[src/hdl/tm_score_accumulator_defines.svh]
// assertion macros for the score accumulator
`ifndef TM_SCORE_ACCUMULATOR_DEFINES_SVH
`define TM_SCORE_ACCUMULATOR_DEFINES_SVH

// same-cycle implication, disabled in reset
`define TMSA_ASSERT_NOW(lbl, ante, cons, msg) \
  lbl: assert property (@(posedge clk) disable iff (!rst_n) (ante) |-> (cons)) else $error(msg);

// next-cycle implication, disabled in reset
`define TMSA_ASSERT_NEXT(lbl, ante, cons, msg) \
  lbl: assert property (@(posedge clk) disable iff (!rst_n) (ante) |=> (cons)) else $error(msg);

`endif

[src/hdl/tmsa_pkg.sv]
// shared types and constants of the score accumulator
package tmsa_pkg;

  localparam int COORD_WIDTH_DEF = 20;
  localparam int ROT_W           = 18;
  localparam int TRANS_W         = 20;
  localparam int MUL_W           = 33;
  localparam int DIV_W           = 64;
  localparam int QUO_W           = 18;
  localparam int CFG_IDX_W       = 3;
  localparam int CFG_DATA_W      = 60;
  localparam logic [16:0] ONE_Q16 = 17'd65536;

  localparam logic [CFG_IDX_W-1:0] CFG_ROT_X  = 3'd0;
  localparam logic [CFG_IDX_W-1:0] CFG_ROT_Y  = 3'd1;
  localparam logic [CFG_IDX_W-1:0] CFG_ROT_Z  = 3'd2;
  localparam logic [CFG_IDX_W-1:0] CFG_TRANS  = 3'd3;
  localparam logic [CFG_IDX_W-1:0] CFG_DSCALE = 3'd4;
  localparam logic [CFG_IDX_W-1:0] CFG_NORM   = 3'd5;

  typedef enum logic [3:0] {
    ST_IDLE, ST_MUL, ST_ACC, ST_DIFF, ST_SQ, ST_DADD, ST_D0, ST_DEN,
    ST_TDIV, ST_SUM, ST_FST, ST_FDIV, ST_OUT
  } state_t;

  typedef enum logic [1:0] {MS_ROT, MS_SQ, MS_D0} mul_sel_t;

  typedef struct packed {
    logic     load;
    logic     mul_en;
    mul_sel_t mul_sel;
    logic [1:0] row;
    logic [1:0] col;
    logic     acc_en;
    logic     acc_clr;
    logic     diff_en;
    logic     dadd_en;
    logic     div_start;
    logic     div_final;
    logic     sum_en;
    logic     out_load;
  } cmd_t;

  typedef struct packed {
    logic div_done;
    logic last;
    logic out_busy;
  } status_t;

endpackage

[src/hdl/tmsa_ctrl.sv]
// controller: sequences multiplies, divisions and result delivery
module tmsa_ctrl
  import tmsa_pkg::*;
(
  input  logic    clk,
  input  logic    rst_n,
  input  logic    in_valid,
  output logic    in_stall,
  input  status_t status,
  output cmd_t    cmd
);

  state_t     state_r, state_nxt;
  logic [1:0] row_r, row_nxt, col_r, col_nxt;

  always_comb begin
    state_nxt = state_r;
    row_nxt   = row_r;
    col_nxt   = col_r;
    case (state_r)
      ST_IDLE: begin
        if (in_valid) begin
          state_nxt = ST_MUL;
          row_nxt   = 2'd0;
          col_nxt   = 2'd0;
        end
      end
      ST_MUL: state_nxt = ST_ACC;
      ST_ACC: begin
        if (col_r == 2'd2) begin
          state_nxt = ST_DIFF;
        end else begin
          col_nxt   = col_r + 2'd1;
          state_nxt = ST_MUL;
        end
      end
      ST_DIFF: state_nxt = ST_SQ;
      ST_SQ:   state_nxt = ST_DADD;
      ST_DADD: begin
        col_nxt = 2'd0;
        if (row_r == 2'd2) begin
          state_nxt = ST_D0;
        end else begin
          row_nxt   = row_r + 2'd1;
          state_nxt = ST_MUL;
        end
      end
      ST_D0:   state_nxt = ST_DEN;
      ST_DEN:  state_nxt = ST_TDIV;
      ST_TDIV: if (status.div_done) state_nxt = ST_SUM;
      ST_SUM:  state_nxt = status.last ? ST_FST : ST_IDLE;
      ST_FST:  state_nxt = ST_FDIV;
      ST_FDIV: if (status.div_done) state_nxt = ST_OUT;
      ST_OUT:  if (!status.out_busy) state_nxt = ST_IDLE;
      default: state_nxt = ST_IDLE;
    endcase
  end

  always_comb begin
    cmd         = '0;
    cmd.mul_sel = MS_ROT;
    cmd.row     = row_r;
    cmd.col     = col_r;
    in_stall    = 1'b1;
    case (state_r)
      ST_IDLE: begin
        in_stall = 1'b0;
        cmd.load = in_valid;
      end
      ST_MUL:  cmd.mul_en = 1'b1;
      ST_ACC:  cmd.acc_en = 1'b1;
      ST_DIFF: begin
        cmd.diff_en = 1'b1;
        cmd.acc_clr = 1'b1;
      end
      ST_SQ: begin
        cmd.mul_en  = 1'b1;
        cmd.mul_sel = MS_SQ;
      end
      ST_DADD: cmd.dadd_en = 1'b1;
      ST_D0: begin
        cmd.mul_en  = 1'b1;
        cmd.mul_sel = MS_D0;
      end
      ST_DEN:  cmd.div_start = 1'b1;
      ST_SUM:  cmd.sum_en = 1'b1;
      ST_FST: begin
        cmd.div_start = 1'b1;
        cmd.div_final = 1'b1;
      end
      ST_OUT:  cmd.out_load = !status.out_busy;
      default: ;
    endcase
  end

  always_ff @(posedge clk) begin
    row_r <= row_nxt;
    col_r <= col_nxt;
    if (!rst_n) begin
      state_r <= ST_IDLE;
    end else begin
      state_r <= state_nxt;
    end
  end

endmodule
[config.mk]
export PLATFORM = sky130hd
export DESIGN_NAME = tmsa_ctrl
export DESIGN_NICKNAME = d
export VERILOG_FILES = /design/src/hdl/tm_score_accumulator_defines.svh /design/src/hdl/tmsa_pkg.sv /design/src/hdl/tmsa_ctrl.sv
export SDC_FILE = /design/constraint.sdc
export NUM_CORES = 1
export LEC_CHECK = 0
export ABC_AREA = 1
export BUFFER_PORTS_ARGS = -buffer_cell sky130_fd_sc_hd__buf_2
export CORE_AREA = 2 2 45 47
export CTS_BUF_LIST = sky130_fd_sc_hd__clkbuf_16
export DETAILED_ROUTE_END_ITERATION = 10
export DIE_AREA = 0 0 47 49
export MAX_ROUTING_LAYER = met4
export PLACE_DENSITY = 0.69
export SYNTH_ARGS = -nofsm -noshare
export SYNTH_HDL_FRONTEND = slang
export SYNTH_SLANG_ARGS = --single-unit
export TNS_END_PERCENT = 50
[constraint.sdc]
create_clock -name clk -period 3.8 [get_ports clk]
set_input_delay 0.76 -clock clk [delete_from_list [all_inputs] [get_ports clk]]
set_output_delay 0.76 -clock clk [all_outputs]
set_load 0.02 [all_outputs]
; ---- Word level (Yosys, flattened, before mapping)
; Index checks and enable logic that the tools add are counted.
[totals]
output_inout_bits = 17
ff_bits = 8
[op_classes]
n_reduce_logical = 9
n_eq_ne = 20
add_sub_neg = 2
n_mux = 24
[op_table]
columns = cell, count
row1 = $pmux 4 s13, 1
row2 = $eq 4x4->1 const B, 5
row3 = $mux 4, 5
row4 = $eq 4x3->1 const B, 4
row5 = $ne 2x2->1 const B, 6
row6 = $mux 2, 5
row7 = $mux 1, 9
row8 = $eq 4x2->1 const B, 2
row9 = $pmux 2 s2, 2
row10 = $pmux 2 s3, 1
row11 = $reduce_and 3->1, 2
row12 = $add 2x1->2 const B, 2
row13 = $eq 2x2->1 const B, 2
row14 = $eq 4x1->1 const B, 1
row15 = $logic_not 4->1, 1
row16 = $reduce_and 4->1, 1
row17 = $mux 3, 1
row18 = $reduce_bool 3->1, 1
row19 = $reduce_or 3->1, 1
row20 = $reduce_bool 2->1, 1
row21 = $reduce_or 2->1, 1
row22 = $logic_not 1->1, 1

; ---- Logic depth before layout (Yosys ltp)
[logic_depth]
ltp_word = 3
mapped_depth = 8

; ---- Worst setup path before layout
; Ideal clock, no wire load.
[synth_timing]
path_type = input to output
startpoint = in status[0] in the netlist's numbering
endpoint = out cmd[0] in the netlist's numbering
path_slack_ns = 1.606
required_time_ns = 3.040
stages = 1
t_arrival_ns = 1.434
path_cell_list = nor4_1
[synth_between]
elab_chain_cells = 2
[synth_lines]
columns = item, line
row1 = from (decl), tmsa_ctrl.sv:9  ; input status_t status,
row2 = $logic_not 1->1, tmsa_ctrl.sv:91  ; ST_OUT: cmd.out_load = !status.out_busy;
row3 = $mux 1, tmsa_ctrl.sv:65  ; case (state_r)
row4 = to (decl), tmsa_ctrl.sv:10  ; output cmd_t cmd
; No other way between the ends.

==> impl_results.rst <==
.. list-table::
   :header-rows: 1

   * - Metric
     - Value
   * - Post-synth cell types
     - 19
   * - Family of cells with the greatest summed delay on the critical path
     - buffers and inverters
   * - Cell with the largest stage delay on the worst path
     - nor4_1
   * - Number of slew-limit violations in the final report
     - 0
   * - Vertical extent of the die
     - 49 um
   * - Hold Crit Start
     - state_r[3]
   * - VDD IR-drop max
     - 187 uV
   * - Sequential area share after synthesis
     - 33.9%
   * - Leading post-synthesis cells by cell area
     - edfxtp_1 20%, dfxtp_1 14%, nand2_1 12%
   * - Total of buffers placed on input and output ports
     - 22
   * - Yosys top cell area share
     - 20.3%
   * - Final period util
     - 54.3%
   * - Cell taking the most area after synthesis
     - edfxtp_1
   * - Kind of critical path
     - primary input to primary output
   * - Total buffers and inverters traversed by the critical path
     - 2
   * - Antenna Diode Count
     - 0
   * - Post-route ant nets
     - 0
   * - Per-instance average area after synthesis
     - 6.71 um2
   * - Antenna violations before repair
     - 0
   * - Worst path depth
     - 3
   * - Endpoint class of the critical path
     - primary output
   * - Maximum cell stage delay along the critical path
     - 0.22 ns
   * - Crit path max fanout
     - 2
   * - Number of detailed-route iterations in the first pass
     - 4
   * - Drc violations
     - 0
   * - Max transition margin
     - 75.4%
   * - Worst hold path endpoint
     - state_r[3]
   * - Via count of the first global-routing pass
     - 494
   * - Worst setup SP type
     - primary input
   * - Number of warnings printed during yosys synthesis
     - 0
   * - Area of the core
     - 1840 um2
   * - Total routing resource utilization after global routing
     - 12.5%
   * - Cell depth of the worst hold path
     - 2
   * - Count of pins on the block boundary
     - 23
   * - Syn Nets
     - 96
   * - Total Neg Setup Slack
     - 0 ns
   * - Setup repair after global routing missed its margin
     - false
   * - Per-cell via count in the routed design
     - 4.47
   * - Number of setup buffers added after CTS
     - 0
   * - Synth Cell Area
     - 591 um2
   * - Fmax
     - 0.485 GHz
   * - Required time worst endpoint
     - 3.04 ns
   * - Number of buffers inserted by hold repair at cts
     - 0
   * - Synthesis-to-finish area growth
     - 35.2%
   * - Final min period
     - 2.06 ns
   * - Worst-Margin Slew
     - 0.369 ns
   * - Result of the run
     - finished clean
   * - Number of gates resized after cts
     - 0
   * - Die outline width
     - 47 um
   * - Clock root buffer
     - clkbuf_16
   * - Number of register bits inferred by synthesis
     - 8
   * - Leakage power of the design
     - 0.454 nW
   * - GPL Wtd Cong
     - 0.792
   * - Setup violators final
     - 0
   * - Fillers
     - 205
   * - Maximum number of pins on one net before global-route repair
     - 9
   * - TritonCTS sink count
     - 8
   * - Worst min-delay path class
     - flop to flop
   * - Post-route non-filler standard cell count
     - 139
   * - DR iter-0 viols
     - 11
   * - DP HPWL
     - 1.12 mm
   * - Total count of hold-check failures in the final report
     - 0
   * - Power density cells
     - 456 nW/um2
   * - Cell repeated most along the worst path
     - buf_2
   * - Initial Util
     - 32.1%
   * - Number of clock buffers inserted by TritonCTS
     - 3
   * - Worst-case clock skew
     - 0.00510 ns
   * - Data arrival time of the worst path
     - 1.30 ns
   * - Reported max-cap violation count
     - 0
   * - Average wire length per cell after detail routing
     - 9.47 um
   * - Grt ovf
     - 0
   * - Clk slew on worst S/H paths
     - 0.04 ns
   * - Cell total after placement
     - 135
   * - CTS max path bufs
     - 2
   * - Num rows
     - 16
   * - Net count of the finished layout
     - 121
   * - Number of cell instances on the worst register-to-register path
     - 4
   * - Minimum setup slack among reg-to-reg paths
     - 2.37 ns
   * - Launching point of the worst reg2reg path
     - state_r[0]
   * - Crit path cell chain
     - buf_2 -> nor4_1 -> buf_2
   * - H-tree Lvls
     - 1
   * - R2R Path End
     - col_r[0]
   * - CTS tree
     - yes
   * - Insertion delay to the later sink of the worst-skew pair
     - 0.24 ns
   * - Full die area
     - 2300 um2
   * - Global-route wire length before repair
     - 1.99 mm
   * - Total number of vias
     - 621
   * - Total wire length after detailed routing
     - 1.32 mm
   * - Post-synthesis instance total
     - 88
   * - Fraction of layout cells with a size suffix above 1
     - 33.9%
## worst reg2reg max path, cell delays in order, from the launching register on
cell     delay (ns)
dfxtp_1        0.53
nand2_4        0.14
nor2_4         0.13
inv_1          0.08
a31oi_1        0.24
## worst max path at each step
stage                     from  endpoint
floorplan            status[0]    cmd[0]
global placement     status[0]    cmd[0]
detailed placement   status[0]    cmd[0]
CTS                 state_r[0]    cmd[3]
global route        state_r[0]    cmd[3]
finish               status[0]    cmd[0]
## synth_stat cells
master	number
inv_1	15
nor3_1	2
edfxtp_1	4
nand2_4	1
nor2_4	1
nor2_2	5
inv_2	3
a21oi_1	4
nor2_1	9
ha_1	2
buf_4	2
o211ai_1	1
o21ai_0	3
nand2_1	19
a31oi_1	1
nand3_1	8
nand2_2	3
dfxtp_1	4
nor4_1	1
## per-layer routing
metal  GRT usage [%]  share of wire [%]  vias to the layer above
met5               -                  0                        -
met1            14.3                 44                      270
met3            5.56                6.5                        4
li1                -                  -                      328
met4            5.56                1.9                        0
met2            18.5                 48                       19
## cell type report
class	count	area, um2	share of cell area [%]
multi-input combinational	60	308	38.6
sequential	8	200	25.1
timing repair buffer	22	110	13.8
clock buffer	3	75.1	9.40
inverter	18	67.6	8.46
tap	27	33.8	4.23
clock inverter	1	3.75	0.470
## stage by stage
step                area, um2  power [W]  hold WS [ns]  setup slack (ns)  utilization, %
floorplan                 591   0.000162         0.487              1.61               -
global placement          719   0.000180         0.513              1.78            39.1
detailed placement        719   0.000182         0.513              1.77            39.1
CTS                       798   0.000366         0.518              1.74            43.3
global route              798   0.000379         0.554              1.69            43.3
finish                    798   0.000364         0.514              1.74            43.3
## state kept, by name, summed over array words and instances (netlist names)
register,count
state_r,4
col_r,2
row_r,2
## cells in the final DEF (no fill, tap or decap), drive strengths merged
cell    count
nand2      23
buf        22
inv        19
nor2       15
nand3       8
a21oi       4
edfxtp      4
dfxtp       4
o21ai       3
clkbuf      3
nor3        2
ha          2
a31oi       1
nor4        1
o211ai      1
## kinds of logic after synthesis
family,after synthesis,synth area share [%]
AND/OR/NAND/NOR,49,39.6
AO/OA/AOI/OAI,9,8.26
flip-flops,8,33.9
buffers and inverters,20,14.0
adder cells (fa/ha/maj),2,4.24
## power breakdown
part / internal [W] / switching [W] / total (W)
clock: 0.000138 / 0.0000468 / 0.000184
sequential: 0.000101 / 0.00000920 / 0.000110
combinational: 0.0000237 / 0.0000460 / 0.0000698
total: 0.000262 / 0.000102 / 0.000364
No activity file was read; power rests on OpenSTA's default activity.
