### src/hdl/tm_score_accumulator_defines.svh
// assertion macros for the score accumulator
`ifndef TM_SCORE_ACCUMULATOR_DEFINES_SVH
`define TM_SCORE_ACCUMULATOR_DEFINES_SVH

// same-cycle implication, disabled in reset
`define TMSA_ASSERT_NOW(lbl, ante, cons, msg) \
  lbl: assert property (@(posedge clk) disable iff (!rst_n) (ante) |-> (cons)) else $error(msg);

// next-cycle implication, disabled in reset
`define TMSA_ASSERT_NEXT(lbl, ante, cons, msg) \
  lbl: assert property (@(posedge clk) disable iff (!rst_n) (ante) |=> (cons)) else $error(msg);

`endif

### src/hdl/tmsa_pkg.sv
// shared types and constants of the score accumulator
package tmsa_pkg;

  localparam int COORD_WIDTH_DEF = 20;
  localparam int ROT_W           = 18;
  localparam int TRANS_W         = 20;
  localparam int MUL_W           = 33;
  localparam int DIV_W           = 64;
  localparam int QUO_W           = 18;
  localparam int CFG_IDX_W       = 3;
  localparam int CFG_DATA_W      = 60;
  localparam logic [16:0] ONE_Q16 = 17'd65536;

  localparam logic [CFG_IDX_W-1:0] CFG_ROT_X  = 3'd0;
  localparam logic [CFG_IDX_W-1:0] CFG_ROT_Y  = 3'd1;
  localparam logic [CFG_IDX_W-1:0] CFG_ROT_Z  = 3'd2;
  localparam logic [CFG_IDX_W-1:0] CFG_TRANS  = 3'd3;
  localparam logic [CFG_IDX_W-1:0] CFG_DSCALE = 3'd4;
  localparam logic [CFG_IDX_W-1:0] CFG_NORM   = 3'd5;

  typedef enum logic [3:0] {
    ST_IDLE, ST_MUL, ST_ACC, ST_DIFF, ST_SQ, ST_DADD, ST_D0, ST_DEN,
    ST_TDIV, ST_SUM, ST_FST, ST_FDIV, ST_OUT
  } state_t;

  typedef enum logic [1:0] {MS_ROT, MS_SQ, MS_D0} mul_sel_t;

  typedef struct packed {
    logic     load;
    logic     mul_en;
    mul_sel_t mul_sel;
    logic [1:0] row;
    logic [1:0] col;
    logic     acc_en;
    logic     acc_clr;
    logic     diff_en;
    logic     dadd_en;
    logic     div_start;
    logic     div_final;
    logic     sum_en;
    logic     out_load;
  } cmd_t;

  typedef struct packed {
    logic div_done;
    logic last;
    logic out_busy;
  } status_t;

endpackage

### src/hdl/tmsa_div.sv
// radix-2 restoring divider, quotient saturated at one in Q1.16
`include "tm_score_accumulator_defines.svh"
module tmsa_div
  import tmsa_pkg::*;
(
  input  logic             clk,
  input  logic             rst_n,
  input  logic             start,
  input  logic [DIV_W-1:0] num,
  input  logic [DIV_W-1:0] den,
  output logic             done,
  output logic [16:0]      quo
);

  localparam int DV_W = DIV_W + QUO_W - 1;

  logic [DIV_W-1:0] rem_r, rem_nxt;
  logic [DV_W-1:0]  dv_r, dv_nxt;
  logic [QUO_W-1:0] q_r, q_nxt;
  logic [4:0]       cnt_r, cnt_nxt;
  logic             busy_r, busy_nxt;
  logic             done_r, done_nxt;
  logic             ge;

  assign ge = {{(QUO_W-1){1'b0}}, rem_r} >= dv_r;

  always_comb begin
    rem_nxt  = rem_r;
    dv_nxt   = dv_r;
    q_nxt    = q_r;
    cnt_nxt  = cnt_r;
    busy_nxt = busy_r;
    done_nxt = 1'b0;
    if (start) begin
      rem_nxt  = num;
      dv_nxt   = {den, {(QUO_W-1){1'b0}}};
      q_nxt    = '0;
      cnt_nxt  = 5'(QUO_W);
      busy_nxt = 1'b1;
    end else if (busy_r) begin
      if (ge) begin
        rem_nxt = rem_r - dv_r[DIV_W-1:0];
      end
      q_nxt   = {q_r[QUO_W-2:0], ge};
      dv_nxt  = dv_r >> 1;
      cnt_nxt = cnt_r - 5'd1;
      if (cnt_r == 5'd1) begin
        busy_nxt = 1'b0;
        done_nxt = 1'b1;
      end
    end
  end

  always_ff @(posedge clk) begin
    rem_r <= rem_nxt;
    dv_r  <= dv_nxt;
    q_r   <= q_nxt;
    cnt_r <= cnt_nxt;
    if (!rst_n) begin
      busy_r <= 1'b0;
      done_r <= 1'b0;
    end else begin
      busy_r <= busy_nxt;
      done_r <= done_nxt;
    end
  end

  assign done = done_r;
  assign quo  = (q_r[QUO_W-1] || (q_r[16:0] > ONE_Q16)) ? ONE_Q16 : q_r[16:0];

  `TMSA_ASSERT_NEXT(a_div_start_busy, start, busy_r && !done_r, "divider did not start")

endmodule

### src/hdl/tmsa_dp.sv
// datapath: config registers, shared multiplier, accumulators, output register
`include "tm_score_accumulator_defines.svh"
module tmsa_dp
  import tmsa_pkg::*;
#(
  parameter int COORD_WIDTH = COORD_WIDTH_DEF
) (
  input  logic                          clk,
  input  logic                          rst_n,
  input  cmd_t                          cmd,
  output status_t                       status,
  input  logic                          cfg_valid,
  input  logic [CFG_IDX_W-1:0]          cfg_index,
  input  logic [CFG_DATA_W-1:0]         cfg_data,
  input  logic signed [COORD_WIDTH-1:0] in_first_x,
  input  logic signed [COORD_WIDTH-1:0] in_first_y,
  input  logic signed [COORD_WIDTH-1:0] in_first_z,
  input  logic signed [COORD_WIDTH-1:0] in_second_x,
  input  logic signed [COORD_WIDTH-1:0] in_second_y,
  input  logic signed [COORD_WIDTH-1:0] in_second_z,
  input  logic                          in_last_pair,
  output logic                          out_valid,
  input  logic                          out_stall,
  output logic [16:0]                   out_tm_score,
  output logic [15:0]                   out_pair_count
);

  localparam int CW    = COORD_WIDTH;
  localparam int ACC_W = CW + ROT_W + 2;
  localparam int DF_W  = ACC_W + 2;
  localparam int PR_W  = 2 * MUL_W;

  logic [3*ROT_W-1:0]   rot_r [3];
  logic [CFG_DATA_W-1:0] trans_r;
  logic [15:0]          dscale_r, norm_r;

  logic signed [CW-1:0] ref_r [3];
  logic signed [CW-1:0] part_r [3];
  logic                 last_r;

  logic signed [ACC_W-1:0] acc_r;
  logic signed [PR_W-1:0]  prod_r;
  logic [30:0]             abs_r;
  logic [DIV_W-1:0]        d_r;
  logic [31:0]             sum_r;
  logic [15:0]             pairs_r;
  logic                    out_valid_r;
  logic [16:0]             score_r;
  logic [15:0]             count_r;

  logic [3*ROT_W-1:0]      row_w;
  logic signed [ROT_W-1:0] entry;
  logic signed [CW-1:0]    part_sel, ref_sel;
  logic signed [TRANS_W-1:0] trans_sel;
  logic signed [MUL_W-1:0] op_a, op_b;
  logic signed [ACC_W-1:0] rnd;
  logic signed [DF_W-1:0]  diff, mag;
  logic [DIV_W-1:0]        den_t, num_t, num_f, den_f, div_num, div_den;
  logic [15:0]             norm_eff;
  logic                    div_done;
  logic [16:0]             quo;
  logic [32:0]             sum_add;

  always_comb begin
    row_w = rot_r[cmd.row];
    case (cmd.col)
      2'd0:    entry = signed'(row_w[ROT_W-1:0]);
      2'd1:    entry = signed'(row_w[2*ROT_W-1:ROT_W]);
      default: entry = signed'(row_w[3*ROT_W-1:2*ROT_W]);
    endcase
    case (cmd.col)
      2'd0:    part_sel = part_r[0];
      2'd1:    part_sel = part_r[1];
      default: part_sel = part_r[2];
    endcase
    case (cmd.row)
      2'd0: begin
        ref_sel   = ref_r[0];
        trans_sel = signed'(trans_r[TRANS_W-1:0]);
      end
      2'd1: begin
        ref_sel   = ref_r[1];
        trans_sel = signed'(trans_r[2*TRANS_W-1:TRANS_W]);
      end
      default: begin
        ref_sel   = ref_r[2];
        trans_sel = signed'(trans_r[3*TRANS_W-1:2*TRANS_W]);
      end
    endcase
  end

  always_comb begin
    case (cmd.mul_sel)
      MS_ROT: begin
        op_a = MUL_W'(entry);
        op_b = MUL_W'(part_sel);
      end
      MS_SQ: begin
        op_a = signed'({2'b00, abs_r});
        op_b = signed'({2'b00, abs_r});
      end
      default: begin
        op_a = signed'({17'd0, dscale_r});
        op_b = signed'({17'd0, dscale_r});
      end
    endcase
  end

  // round half up from Q.16 to whole coordinate units, translate, difference, clamped magnitude
  assign rnd  = (acc_r + ACC_W'(32768)) >>> 16;
  assign diff = DF_W'(ref_sel) - (DF_W'(rnd) + DF_W'(trans_sel));
  assign mag  = diff[DF_W-1] ? -diff : diff;

  assign den_t    = prod_r[DIV_W-1:0] + d_r;
  assign num_t    = {16'd0, prod_r[31:0], 16'd0} + (den_t >> 1);
  assign norm_eff = (norm_r == 16'd0) ? 16'd1 : norm_r;
  assign den_f    = {48'd0, norm_eff};
  assign num_f    = {32'd0, sum_r} + {49'd0, norm_eff[15:1]};
  assign div_num  = cmd.div_final ? num_f : num_t;
  assign div_den  = cmd.div_final ? den_f : den_t;

  tmsa_div u_div (
    .clk   (clk),
    .rst_n (rst_n),
    .start (cmd.div_start),
    .num   (div_num),
    .den   (div_den),
    .done  (div_done),
    .quo   (quo)
  );

  assign sum_add = {1'b0, sum_r} + {16'd0, quo};

  always_ff @(posedge clk) begin
    if (!rst_n) begin
      rot_r[0] <= 54'd65536;
      rot_r[1] <= 54'd4294967296;
      rot_r[2] <= 54'd281474976710656;
      trans_r  <= '0;
      dscale_r <= 16'd1280;
      norm_r   <= 16'd1;
    end else if (cfg_valid) begin
      case (cfg_index)
        CFG_ROT_X:  rot_r[0] <= cfg_data[3*ROT_W-1:0];
        CFG_ROT_Y:  rot_r[1] <= cfg_data[3*ROT_W-1:0];
        CFG_ROT_Z:  rot_r[2] <= cfg_data[3*ROT_W-1:0];
        CFG_TRANS:  trans_r  <= cfg_data;
        CFG_DSCALE: dscale_r <= cfg_data[15:0];
        CFG_NORM:   norm_r   <= cfg_data[15:0];
        default: ;
      endcase
    end
  end

  always_ff @(posedge clk) begin
    if (cmd.load) begin
      ref_r[0]  <= in_first_x;
      ref_r[1]  <= in_first_y;
      ref_r[2]  <= in_first_z;
      part_r[0] <= in_second_x;
      part_r[1] <= in_second_y;
      part_r[2] <= in_second_z;
      last_r    <= in_last_pair;
    end
    if (cmd.mul_en) begin
      prod_r <= op_a * op_b;
    end
    if (cmd.load || cmd.acc_clr) begin
      acc_r <= '0;
    end else if (cmd.acc_en) begin
      acc_r <= acc_r + prod_r[ACC_W-1:0];
    end
    if (cmd.diff_en) begin
      abs_r <= (mag > DF_W'(32'h7fffffff)) ? 31'h7fffffff : mag[30:0];
    end
    if (cmd.load) begin
      d_r <= '0;
    end else if (cmd.dadd_en) begin
      d_r <= d_r + prod_r[DIV_W-1:0];
    end
    if (cmd.out_load) begin
      score_r <= quo;
      count_r <= pairs_r;
    end
  end

  always_ff @(posedge clk) begin
    if (!rst_n) begin
      sum_r       <= '0;
      pairs_r     <= '0;
      out_valid_r <= 1'b0;
    end else begin
      if (cmd.out_load) begin
        sum_r   <= '0;
        pairs_r <= '0;
      end else if (cmd.sum_en) begin
        sum_r   <= sum_add[32] ? 32'hffffffff : sum_add[31:0];
        pairs_r <= (pairs_r == 16'hffff) ? pairs_r : pairs_r + 16'd1;
      end
      if (cmd.out_load) begin
        out_valid_r <= 1'b1;
      end else if (!out_stall) begin
        out_valid_r <= 1'b0;
      end
    end
  end

  assign status.div_done = div_done;
  assign status.last     = last_r;
  assign status.out_busy = out_valid_r && out_stall;

  assign out_valid      = out_valid_r;
  assign out_tm_score   = score_r;
  assign out_pair_count = count_r;

  `TMSA_ASSERT_NOW(a_no_overwrite, cmd.out_load, !(out_valid_r && out_stall), "result overwritten")
  `TMSA_ASSERT_NOW(a_score_range, out_valid_r, out_tm_score <= ONE_Q16, "score above one")

endmodule

### config.mk
export PLATFORM = sky130hd
export DESIGN_NAME = tmsa_dp
export DESIGN_NICKNAME = d
export VERILOG_FILES = /design/src/hdl/tmsa_pkg.sv /design/src/hdl/tmsa_div.sv /design/src/hdl/tmsa_dp.sv
export VERILOG_INCLUDE_DIRS = /design/src /design/src/hdl
export SDC_FILE = /design/constraint.sdc
export NUM_CORES = 2
export LEC_CHECK = 0
export BUFFER_PORTS_ARGS = -buffer_cell sky130_fd_sc_hd__buf_2
export CAP_MARGIN = 25
export CORE_MARGIN = 2
export CORE_UTILIZATION = 45
export CTS_CLUSTER_SIZE = 28
export DETAILED_ROUTE_END_ITERATION = 6
export GPL_ROUTABILITY_DRIVEN = 0
export MAX_ROUTING_LAYER = met4
export PLACE_DENSITY = 0.72
export SETUP_SLACK_MARGIN = 0.05
export SYNTH_ARGS = -nofsm -noshare
export SYNTH_HDL_FRONTEND = slang
export SYNTH_SLANG_ARGS = --single-unit
### constraint.sdc
create_clock -name clk -period 29.2 [get_ports clk]
set_input_delay 2.92 -clock clk [delete_from_list [all_inputs] [get_ports clk]]
set_output_delay 2.92 -clock clk [all_outputs]
set_load 0.005 [all_outputs]
Yosys cells after proc, flatten, opt, wreduce, memory -nomap -nowiden
Memory sizes are Yosys's and may differ from the RTL's.
Index checks and enable logic that the tools add are counted.
W data, S select, Z words.
Word-level totals
  RAM bits: 282
  output and inout bits: 37
  logic and storage cells: 114
  register bits after elaboration: 544
  input bits: 204
  memories kept: 3
Cells by class
  eq/ne operators: 11
  bitwise operators: 6
  reduce and logical (&&, ||, !) cells: 17
  $mul: 1
  order comparisons: 3
  add/subtract/negate cells: 12
  multiplexer cells: 41
Memories
  rot_r: depth 3, bits a word 54, rd ports 1, clocked after Yosys merged registers in 0, wr ports 3, line tmsa_dp.sv:33  | logic [3*ROT_W-1:0] rot_r [3];
  part_r: depth 3, bits a word 20, rd ports 3, clocked after Yosys merged registers in 0, wr ports 3, line tmsa_dp.sv:38  | logic signed [CW-1:0] part_r [3];
  ref_r: depth 3, bits a word 20, rd ports 3, clocked after Yosys merged registers in 0, wr ports 3, line tmsa_dp.sv:37  | logic signed [CW-1:0] ref_r [3];
Operators with widths (number)
  $mux W64: 5
  $mux W54: 3
  $mux W81: 2
  $pmux W33 S2: 2
  $pmux W20 S2: 3
  $ge A64 B81 Y1: 1
  $add A48 B63 Y64: 1
  $add A64 B64 Y64: 1
  $mul A33 B33 Y64: 1
  $sub A64 B64 Y64: 1
  $gt A42 B31 Y1 const B: 1
  $mux W42: 1
  $neg A26 Y42: 1
  $add A40 B17 Y40 const B: 1
  $add A40 B40 Y40: 1
  $pmux W18 S2: 1
  $add A32 B15 Y33: 1
  $add A32 B17 Y33: 1
  $mux W32: 1
  $sub A20 B25 Y26: 1
  $add A24 B20 Y25: 1
  $mux W1: 21
  $gt A17 B17 Y1 const B: 1
  $mux W17: 1
  21 further kinds: 37

Logic depth before layout (Yosys ltp)
  depth in word-level cells: 7
  mapped depth: 42
  depth with buffers taken out: 37

By module
A second synthesis with hierarchy kept.
Second synthesis, totals
  cell total of the unflattened synthesis: 9079
  area total of the unflattened synthesis: 84900.2 um^2
Modules (own cells, without submodules)
  tmsa_dp: cells each 7853, sequential area each 17246.5 um^2, area an instance 73777.0 um^2, times used 1
  tmsa_div: cells each 1226, sequential area each 4684.5 um^2, area an instance 11123.2 um^2, times used 1

Worst setup path before layout
OpenSTA, ideal clock, no wires.
  path kind: input-to-reg
  from: in cmd[10] (netlist bit)
  to: reg prod_r[48] (data pin)
  path slack: 16189 ps
  path buffers: 6
  setup time: 262 ps
  data arrival time: 12749 ps
  required time: 28938 ps
  stages: 39
  path through: clkbuf_1 buf_2 buf_1 clkbuf_1 mux2i_1 nand2_1 o21ai_0 a22oi_1 nand2_1 a21oi_1 clkbuf_1 nand2_1 fa_1 inv_1 fa_1 fa_1 inv_1 fa_1 [3 not listed] fa_1 inv_1 fa_1 inv_1 ha_1 clkbuf_1 a2111oi_0 o21ai_0 o21a_1 a221o_1 a21o_1 a21o_1 a21o_1 a2111oi_0 nor3_1 o311ai_0 a21oi_1 xor2_1
On the way
  cells in the longest elaborated chain, start to end: 4
RTL lines
  start, declared: line tmsa_dp.sv:10  | input cmd_t cmd,
  $mem_v2 Z3 W54
  $pmux W18 S2: line tmsa_dp.sv:66  | case (cmd.col)
  $pmux W33 S2: line tmsa_dp.sv:93  | case (cmd.mul_sel)
  $mul A33 B33 Y64: line tmsa_dp.sv:166  | prod_r <= op_a * op_b;
  end signal, assigned: line tmsa_dp.sv:166
  end, declared: line tmsa_dp.sv:42  | logic signed [PR_W-1:0] prod_r;
No other way between the ends.
A chain may end at the register's enable or synchronous reset.

Worst setup path after layout
  from: in cmd[11] (netlist bit)
  to: reg prod_r[48] (data pin)
Same word-level chain as after synthesis.

==> flow_metrics.env <==
export IMPL_viasPerCell=5.703
export IMPL_ys_seq_area_frac=0.2605
export IMPL_postSynthRegisterBits=826
export IMPL_synth_top_cell_area_share=0.2698
export IMPL_post_route_cells_drive_above_1_share=0.06347
export IMPL_critical_path_most_common_cell="sky130_fd_sc_hd__fa_1"
export IMPL_required_ns=29.63
export IMPL_chipWidth_um=436.6
export IMPL_clock_root_buffer="sky130_fd_sc_hd__clkbuf_16"
export IMPL_coreArea_um2=185600
export IMPL_tritoncts="done"
export IMPL_max_slew_worst_pin_slew_ns=1.098
export IMPL_fin_crit_sh=0.4823
export IMPL_synth_most_common_cell="sky130_fd_sc_hd__inv_1"
export IMPL_path_max_fanout=87
export IMPL_min_delay_path_class="flop to flop"
export IMPL_cts_buffers=89
export IMPL_final_nets=10860
export IMPL_start_util=0.4536
export IMPL_hpwlAfterDp_um=197200
export IMPL_fp_row_count=158
export IMPL_drt_pre_antenna_iters=6
export IMPL_place_port_buffers=240
export IMPL_cts_max_path_buffers=3
export IMPL_ios=241
export IMPL_avgRoutedWirePerCell_um=21.74
export IMPL_postRouteAntennaNets=0
export IMPL_detailroute_via_count=66330
export IMPL_timing_max_cap_violations=0
export IMPL_synth_cell_type_count=91
export IMPL_synthesis_instances=9009
export IMPL_post_cts_resized_instances=0
export IMPL_first_global_vias=67730
export IMPL_syn_area_um2=84200
export IMPL_accumulated_negative_setup_slack_ns=0
export IMPL_grt_total_usage=0.2711
export IMPL_number_of_setup_buffers_added_after_cts=0
export IMPL_die_h_um=436.6
export IMPL_clkSinkCount=826
export IMPL_drt_wl_total_um=252800
export IMPL_multi_input_comb_area_um2=55640
export IMPL_globalRouteOverflowTotal=0
export IMPL_crit_path_arrival_time_ns=14.51
export IMPL_worstSetupStartpointType="primary input"
export IMPL_cp_num_buf_inv=10
export IMPL_min_period_ns=14.08
export IMPL_critPathTopFamily="adder cells"
export IMPL_grt_max_degree=88
export IMPL_maxClockFrequency_ghz=0.07101
export IMPL_worstSkewPairLatency_ns=0.74
export IMPL_drtIter0Drc=7370
export IMPL_post_route_drc_count=0
export IMPL_async_flop_share=0
export IMPL_skew_ns=0.05074
export IMPL_synth_edff_count=539
export IMPL_slew_viol_final=0
export IMPL_worst_slew_margin_rel=0.2681
export IMPL_layout_area_seq_um2=21930
export IMPL_cts_htree_levels=3
export IMPL_floorplan_die_area_um2=190600
export IMPL_critical_path_slowest_cell="sky130_fd_sc_hd__a21oi_1"
export IMPL_netlist_top_cells_area="sky130_fd_sc_hd__fa_1 27%, sky130_fd_sc_hd__edfxtp_1 19%, sky130_fd_sc_hd__ha_1 7.0%"
export IMPL_criticalPathCategory="primary input to flop"
export IMPL_grt_setup_unrepaired="false"
export IMPL_hold_viol=0
export IMPL_cpPeakStageDelay_ns=0.78
export IMPL_endpoint_kind_of_the_worst_setup_timing_path="flop"
export IMPL_n_fill_cell=16710
export IMPL_yosys_most_used_dff="sky130_fd_sc_hd__edfxtp_1"
export IMPL_setup_viol_count_final=0
export IMPL_synth_top_cells_by_count="1390 x sky130_fd_sc_hd__inv_1, 1135 x sky130_fd_sc_hd__fa_1, 1053 x sky130_fd_sc_hd__nand2_1, 925 x sky130_fd_sc_hd__nor2_1, 539 x sky130_fd_sc_hd__edfxtp_1"
export IMPL_antenna_found_initial=30
export IMPL_syn2layout_area_growth_pct=8.188
export IMPL_grt_first_pass_wirelength_um=389300
export IMPL_synth_area_per_cell_um2=9.347
export IMPL_result_of_the_run="finished, final reports clean"
export IMPL_clkTransAtPathRegs_ns=0.06
export IMPL_yosysWarnings=0
export IMPL_cts_hold_buf=0
export IMPL_synthDominantAreaCellType="sky130_fd_sc_hd__fa_1"
-- routing by layer --
layer  up-vias  wire length [µm]  global-route usage
met2      3588            110800              0.4050
met3       844             28380             0.07011
met4         0             15510              0.1385
met1     32510             98110              0.3397
met5         -                 0                   -
li1      29390                 -                   -
-- worst paths after layout --
| path | from | to | slack [ns] | cells after the start |
|---|---|---|---|---|
| setup reg to reg | abs_r[11]$_SDFFCE_PN1P_ | prod_r[48]$_DFFE_PP_ | 18.16 | 29 |
| setup / recovery | cmd[11] | prod_r[48]$_DFFE_PP_ | 15.12 | 36 |
| hold reg to reg | dscale_r[11]$_SDFFE_PN0P_ | dscale_r[11]$_SDFFE_PN0P_ | 0.46 | 2 |
| hold / removal | dscale_r[11]$_SDFFE_PN0P_ | dscale_r[11]$_SDFFE_PN0P_ | 0.46 | 2 |
-- through the flow --
step | utilization | setup slack, ns | hold slack [ns] | cell area, µm² | cells
3_3_place_gp | 0.4735 | 14.67 | 0.4456 | 87900 | 11430
4_1_cts | 0.4902 | 15.24 | 0.4659 | 90990 | 11600
2_1_floorplan | - | 16.19 | 0.4318 | 84220 | 9013
3_5_place_dp | 0.4739 | 14.53 | 0.4504 | 87960 | 11430
5_1_grt | 0.4906 | 14.50 | 0.4830 | 91060 | 11620
6_report | 0.4907 | 15.12 | 0.4627 | 91100 | 11630
-- layout make-up --
| class | count | share of cell area |
|---|---|---|
| repair buffers | 352 | 0.02303 |
| inverters | 1393 | 0.05740 |
| well taps | 2480 | 0.03406 |
| flip-flops and latches | 826 | 0.2408 |
| diodes | 28 | 0.0007691 |
| clock buffers | 116 | 0.02633 |
| clock inverters | 52 | 0.006922 |
| multi-input cells | 6383 | 0.6107 |
-- sequential cells by signal, indices dropped and copies added, names as in the netlist --
signal / count
abs_r: 31
acc_r: 40
dscale_r: 16
out_valid: 1
d_r: 64
u_div.rem_r: 64
last_r: 1
sum_r: 32
norm_r: 16
u_div.cnt_r: 5
part_r: 60
prod_r: 64
u_div.busy_r: 1
rot_r: 162
ref_r: 60
u_div.done: 1
u_div.dv_r: 81
trans_r: 60
u_div.q_r: 18
pairs_r: 16
out_tm_score: 17
out_pair_count: 16
-- cell families (layout without fill, tap and decap cells) --
kind of cell,count (synthesis),in the layout,synth area share
and+or+nand+nor,2654,2654,0.1371
buffers and inverters,1804,1913,0.08057
adders and majority gates,1607,1607,0.3400
AOI/OAI and AO/OA,1510,1510,0.1151
DFF,826,826,0.2605
xor gates and xnor gates,372,372,0.03869
muxes,235,235,0.02805
other,1,33,0.00004454
-- cells in the final DEF (no fill, tap or decap), types with 230 or more instances in the layout --
| master | instances |
|---|---|
| sky130_fd_sc_hd__inv_1 | 1389 |
| sky130_fd_sc_hd__fa_1 | 1135 |
| sky130_fd_sc_hd__nand2_1 | 1051 |
| sky130_fd_sc_hd__nor2_1 | 915 |
| sky130_fd_sc_hd__edfxtp_1 | 539 |
| sky130_fd_sc_hd__ha_1 | 472 |
| sky130_fd_sc_hd__a21oi_1 | 442 |
| sky130_fd_sc_hd__o21ai_0 | 305 |
| sky130_fd_sc_hd__dfxtp_1 | 286 |
| sky130_fd_sc_hd__xnor2_1 | 241 |
| sky130_fd_sc_hd__buf_2 | 236 |
| sky130_fd_sc_hd__mux2i_1 | 230 |
-- worst register-to-register path, delay by kind of cell (launching register included) --
kind	cells	cell delay, ns
adders and majority gates	9	4.53
AOI/OAI and AO/OA	12	4.14
and+or+nand+nor	3	1.20
DFF	1	0.45
buffers and inverters	4	0.22
xor gates and xnor gates	1	0.18
Power is left out: the tool's default activity adds up to more than one toggle a clock period on the data nets, which glitch-free logic cannot reach.
